===== src/hdl/assert_macros.svh =====
// Assertion helpers shared by the ray/sphere pipeline
`ifndef ASSERT_MACROS_SVH
`define ASSERT_MACROS_SVH

// same-cycle implication
`define RSI_ASSERT_IMP(lbl, clk, rst, ante, cons) \
   lbl: assert property (@(posedge clk) disable iff (rst) (ante) |-> (cons)) \
      else $error("rsi assertion failed");

// next-cycle implication
`define RSI_ASSERT_NXT(lbl, clk, ante, cons) \
   lbl: assert property (@(posedge clk) (ante) |=> (cons)) \
      else $error("rsi assertion failed");

`endif


===== src/hdl/rsi_pkg.sv =====
// ----------------------------------------------------------------------------
// rsi_pkg
// Shared widths, register codes and the tag that rides the sqrt pipeline.
// ----------------------------------------------------------------------------
package rsi_pkg;

   localparam int B_W    = 37;   // b in Q21.16, signed
   localparam int DISC_W = 76;   // discriminant in Q.32
   localparam int ROOT_W = 38;   // floor sqrt of discriminant

   localparam logic [1:0] REG_CENTER_X = 2'd0;
   localparam logic [1:0] REG_CENTER_Y = 2'd1;
   localparam logic [1:0] REG_CENTER_Z = 2'd2;
   localparam logic [1:0] REG_RADIUS   = 2'd3;

   typedef struct packed {
      logic                  valid;
      logic                  miss;
      logic signed [B_W-1:0] b16;
   } rsi_tag_type;

endpackage


===== src/hdl/rsi_csr.sv =====
// ----------------------------------------------------------------------------
// rsi_csr
// APB register file: sphere centre and radius.
// ----------------------------------------------------------------------------
module rsi_csr
   import rsi_pkg::*;
(
   input  logic        clock,
   input  logic        reset,
   input  logic        psel,
   input  logic        penable,
   input  logic        pwrite,
   input  logic [3:0]  paddr,
   input  logic [31:0] pwdata,
   output logic [31:0] prdata,
   output logic        pready,
   output logic signed [31:0] center_x,
   output logic signed [31:0] center_y,
   output logic signed [31:0] center_z,
   output logic [30:0] radius
);

   logic signed [31:0] center_x_ff, center_y_ff, center_z_ff;
   logic [30:0]        radius_ff;
   logic               wr_en;

   assign pready = 1'b1;
   assign wr_en  = psel && penable && pwrite;

   always_ff @(posedge clock) begin
      if (reset) begin
         center_x_ff <= '0;
         center_y_ff <= '0;
         center_z_ff <= '0;
         radius_ff   <= 31'd65536;
      end else if (wr_en) begin
         unique case (paddr[3:2])
            REG_CENTER_X: center_x_ff <= pwdata;
            REG_CENTER_Y: center_y_ff <= pwdata;
            REG_CENTER_Z: center_z_ff <= pwdata;
            REG_RADIUS:   radius_ff   <= pwdata[30:0];
            default: ;
         endcase
      end
   end

   always_comb begin
      unique case (paddr[3:2])
         REG_CENTER_X: prdata = center_x_ff;
         REG_CENTER_Y: prdata = center_y_ff;
         REG_CENTER_Z: prdata = center_z_ff;
         REG_RADIUS:   prdata = {1'b0, radius_ff};
         default:      prdata = '0;
      endcase
   end

   assign center_x = center_x_ff;
   assign center_y = center_y_ff;
   assign center_z = center_z_ff;
   assign radius   = radius_ff;

endmodule


===== config.mk =====
export PLATFORM = sky130hd
export DESIGN_NAME = rsi_csr
export DESIGN_NICKNAME = d
export VERILOG_FILES = /design/src/hdl/assert_macros.svh /design/src/hdl/rsi_pkg.sv /design/src/hdl/rsi_csr.sv
export SDC_FILE = /design/constraint.sdc
export NUM_CORES = 1
export LEC_CHECK = 0
export BUFFER_PORTS_ARGS = -buffer_cell sky130_fd_sc_hd__clkbuf_2
export CORE_MARGIN = 2
export CORE_UTILIZATION = 39
export DETAILED_ROUTE_END_ITERATION = 7
export PLACE_DENSITY = 0.62
export SLEW_MARGIN = 20
export SYNTH_ARGS = -nofsm -noshare
export SYNTH_HDL_FRONTEND = slang
export SYNTH_SLANG_ARGS = --single-unit

===== constraint.sdc =====
create_clock -name clock -period 1.47 [get_ports clock]
set_clock_uncertainty 0.1 [all_clocks]
set_input_delay 0.2205 -clock clock [delete_from_list [all_inputs] [get_ports clock]]
set_output_delay 0.2205 -clock clock [all_outputs]
set_load 0.01 [all_outputs]

==> After elaboration in Yosys (flattened, before gate mapping) <==
Index checks and enable logic that the tools add are counted.
{ "word_totals": {"ff_bits": 127, "out_inout_bits": 160, "elab_cells": 15, "in_bits": 41} }
{ "op_classes": {"reduce_logical": 7, "n_mux": 1, "n_eq_ne": 3} }
{ "ops": {"columns": ["op", "count"], "rows": [
  ["one-hot mux 32 bit (4 select lines)", 1],
  ["AND reduction 2 bit", 4],
  ["equality test 2 bit (second input constant)", 2],
  ["equality test 2 x 1 -> 1 bit (second input constant)", 1],
  ["logical AND 1 bit", 2],
  ["zero test 2 bit", 1]
]} }

==> Longest topological paths before layout <==
{ "depth": {"word_depth": 3, "depth_mapped": 5, "mapped_depth_nobuf": 3} }

==> Worst setup path after synthesis <==
Ideal clock, no wire load.
{ "synth_path": {"path_kind": "in2out", "from": "in paddr[3]", "to": "out prdata[20]", "arrival_time_ps": 1139, "setup_slack_ps": 10, "cell_stages": 3, "path_cell_list": "buf_4 buf_4 mux4_2"} }
{ "synth_via": {"elab_chain_len": 2} }
{ "synth_rtl": {"columns": ["element", "line_no", "rtl"], "rows": [
  ["start, declared", "rsi_csr.sv:13", "input logic [3:0] paddr,"],
  ["equality test 2 bit (tied with other cells)", "rsi_csr.sv:48", "unique case (paddr[3:2])"],
  ["one-hot mux 32 bit (4 select lines) (*)", "rsi_csr.sv:48", null],
  ["end, declared", "rsi_csr.sv:15", "output logic [31:0] prdata,"]
]} }
Every way passes the cells marked *; elsewhere a longest branch is shown, timed or not.

==> Worst setup path after layout <==
{ "layout_path": {"from": "reg center_y_ff[24], in the netlist center_y[24]", "to": "out prdata[24]"} }
{ "layout_via": {"elab_chain_len": 1} }
{ "layout_rtl": {"columns": ["element", "line_no", "rtl"], "rows": [
  ["start, declared", "rsi_csr.sv:23", "logic signed [31:0] center_x_ff, center_y_ff, center_z_ff;"],
  ["start signal, assigned", "rsi_csr.sv:39", "REG_CENTER_Y: center_y_ff <= pwdata;"],
  ["one-hot mux 32 bit (4 select lines)", "rsi_csr.sv:48", null]
]} }
No other way between the ends.

==> impl_summary.log <==
INFO  metric run_status = complete, but fails checks
INFO  metric violations_in_the_final_reports = setup timing
INFO  metric synth.cell_area = 0.00587 mm²
INFO  metric place_worst_setup_slack = -0.107 ns
INFO  metric net_count_synth = 538
INFO  metric area_enclosed_by_the_die_boundary = 0.0160 mm²
INFO  metric nets = 824
INFO  metric worst_hold_path_type = input port to flop
INFO  metric power_per_cell_area = 929 mW/mm²
INFO  metric clock_tree.htree_level_count = 4
INFO  metric cap_viol_max_count = 0
INFO  metric routed-via-count = 4816
INFO  metric tritoncts = done
INFO  metric cts.clk_slew.worst_paths = ~0.050 ns
INFO  metric ratio_of_cells_with_drive_above_1_in_the_final_layout = around three fifths
INFO  metric cts.sink_count = between 100 and 150
INFO  metric die_height = 127 µm
INFO  metric final_antenna_net_count = 0
INFO  metric yosysSeqAreaShare = 43.3%
INFO  metric drcViolationCount = 0
INFO  metric timing_max_transition_violations_final = 0
INFO  metric hold_ws = around 0.020 ns
INFO  metric dr.pass1.iters = 6
INFO  metric timing.critical_path.from_type = flop
INFO  metric num-fill-cells = 1236
INFO  metric finalWeightedCongestion = 0.766
INFO  metric numCtsBuffers = 17
INFO  metric yosysUniqueCellTypes = 21
INFO  metric initial_utilization = roughly two fifths
INFO  metric worst-setup-path-type = flop to output port
INFO  metric grt_use_total = between 20% and 30%
INFO  metric maxClockFrequency = 0.596 GHz
INFO  metric setup_viols_final = 31
INFO  metric via_density_per_instance = 4.92
INFO  metric diodes = 0
INFO  metric cp.arrival = 1.36 ns
INFO  metric grt_pass1_vias = 4943
INFO  metric synth-seq-cells = 127
INFO  metric worst_setup_path_end_kind = output port
INFO  metric sum_of_overflow_across_all_layers_after_global_routing = 0
INFO  metric cp_slowest_cell = sky130_fd_sc_hd__mux4_2
INFO  metric area_growth = 45.9%
INFO  metric most_frequent_cells_in_the_layout = sky130_fd_sc_hd__clkbuf_2, sky130_fd_sc_hd__nand2b_1, sky130_fd_sc_hd__mux2i_1
INFO  metric min_period_over_period = 114%
INFO  metric mostFrequentLayoutCell = sky130_fd_sc_hd__clkbuf_2
INFO  metric core_area = 0.0146 mm²
INFO  metric syn-mean-instance-area = approximately 12 µm²
INFO  metric grt_start_max_net_pins = 62
INFO  metric drt-initial-drc-count = 210
INFO  metric clock_tree.buffer_depth = 2
INFO  metric vdd.ir_drop.worst = 0.762 mV
INFO  metric final.min_clock_period = approximately 1.7 ns
INFO  metric cp_top_family = multiplexers
INFO  metric synthesis.instances = 497
INFO  metric critical_path.max_fanout = 2
INFO  metric detail_route.wl_per_cell = 16.8 µm
INFO  metric final_critical_path_setup_slack = -0.207 ns
INFO  metric grt_antenna_before_repair = 0
INFO  metric route.final.wire_length = 16400 µm
INFO  metric die_w = 127 µm
INFO  metric dp.final_hpwl = 10700 µm
INFO  metric placement_rows = 44
INFO  metric yosys_warnings = 0
INFO  metric clk_latency = 0.41 ns
INFO  metric placement.io_buffers = roughly 200
INFO  metric reg2reg_setup_slack = around 0.56 ns
INFO  metric grt_setup_unrepaired = yes
INFO  metric grt_pass1_wl = 25600 µm
INFO  metric cts.root.buffer_cell = sky130_fd_sc_hd__clkbuf_16
INFO  metric ios = between 200 and 250
INFO  metric hold_viol_final = 0
INFO  metric crit_required = between 1 and 1.5 ns
INFO  metric crit_path_cell_trace = mux4_2 -> buf_6
INFO  metric critPathBufInv = 1
INFO  metric leakagePower = 4.38 nW
INFO  metric critical-path-max-stage-delay = 0.48 ns
cell type report:
| type | instances | area (µm²) | share of cell area [%] |
|---|---|---|---|
| well taps | 184 | 230 | 2.69 |
| clock inverters | 8 | 67.6 | 0.789 |
| clock buffers | 22 | 454 | 5.30 |
| repair buffers | 306 | 2050 | 24.0 |
| flip-flops and latches | 127 | 2680 | 31.3 |
| multi-input cells | 331 | 3070 | 35.9 |
stage by stage:
stage / utilization [%] / total power [mW] / std cells / cell area [µm²] / TNS (ns)
after floorplan: - / 3.97 / 497 / 5870 / 0
after global routing: 58.5 / 8.22 / 978 / 8560 / -6.78
after detailed placement: 49.3 / 4.21 / 863 / 7220 / -4.10
after global placement: 49.3 / 4.20 / 863 / 7220 / -2.81
final: 58.5 / 7.96 / 978 / 8560 / -5.58
after CTS: 57.9 / 8.04 / 974 / 8480 / -6.19
metal layers:
layer / global-route usage, % / vias to the layer above / wire (µm) / share of wire [%]
met3: 5.65 / 17 / 1010 / 6.2
met5: 0 / - / 0 / 0
met4: 6.53 / 0 / 207 / 1.3
met2: 33.1 / 176 / 7660 / 47
li1: - / 2282 / - / -
met1: 27.1 / 2341 / 7540 / 46
timing repair:
action,CTS,global route
setup buffers,80,4
pin swaps,1,1
hold endpoints to repair,1,0
endpoints found under the setup margin,32,32
hold buffers,1,0
resized for setup,105,26
flip-flops by register name, indices dropped and copies added, names as in the netlist:
signal    cells
center_x     32
center_z     32
radius       31
center_y     32
worst min-delay path, cell delays in order:
cell	delay (ns)
sky130_fd_sc_hd__clkbuf_2	0.08
sky130_fd_sc_hd__nand2b_1	0.11
sky130_fd_sc_hd__mux2i_1	0.08
cells by family (layout without fill, tap and decap cells):
| group | count (synthesis) | in the layout | synth area share [%] |
|---|---|---|---|
| compound gates | 1 | 1 | 0.0852 |
| flops | 127 | 127 | 43.3 |
| other cells | 1 | 1 | 0.0639 |
| mux | 159 | 159 | 33.7 |
| simple gates | 170 | 170 | 18.4 |
| buf+inv | 39 | 336 | 4.39 |
Yosys cell counts:
library cell               instances  area [µm²]
sky130_fd_sc_hd__dfxtp_1         127        2540
sky130_fd_sc_hd__and3_1            1        6.26
sky130_fd_sc_hd__buf_4            13        97.6
sky130_fd_sc_hd__nor3_2            1        10.0
sky130_fd_sc_hd__buf_6             8        90.1
sky130_fd_sc_hd__or3_4             1        11.3
sky130_fd_sc_hd__nand2b_1        158         988
sky130_fd_sc_hd__nor3b_2           1        12.5
sky130_fd_sc_hd__nand2_1           1        3.75
sky130_fd_sc_hd__nand2_2           1        6.26
sky130_fd_sc_hd__nor2_1            2        7.51
sky130_fd_sc_hd__mux2i_1         128        1280
sky130_fd_sc_hd__nand3_2           1        10.0
sky130_fd_sc_hd__mux4_2           31         698
sky130_fd_sc_hd__conb_1            1        3.75
sky130_fd_sc_hd__nand3b_2          1        11.3
sky130_fd_sc_hd__buf_2             2        10.0
sky130_fd_sc_hd__clkbuf_1         16        60.1
sky130_fd_sc_hd__o21ai_0           1        5.00
sky130_fd_sc_hd__and2b_1           1        7.51
sky130_fd_sc_hd__nand3_1           1        5.00
where the power goes:
part,switching (mW),internal [mW]
Combinational,0.316,0.352
Sequential,0.0291,3.50
Clock,1.44,2.33
Total,1.78,6.17
worst paths after layout:
check / startpoint / to / cells past startpoint
worst min-delay path: pwdata[31] / center_y[31] / 3
worst min register to register: center_x[7] / center_x[7] / 2
worst max-delay path: center_y[24] / prdata[24] / 2
worst max register to register: center_y[24] / center_y[24] / 4
No activity file was read; power rests on OpenSTA's default activity.
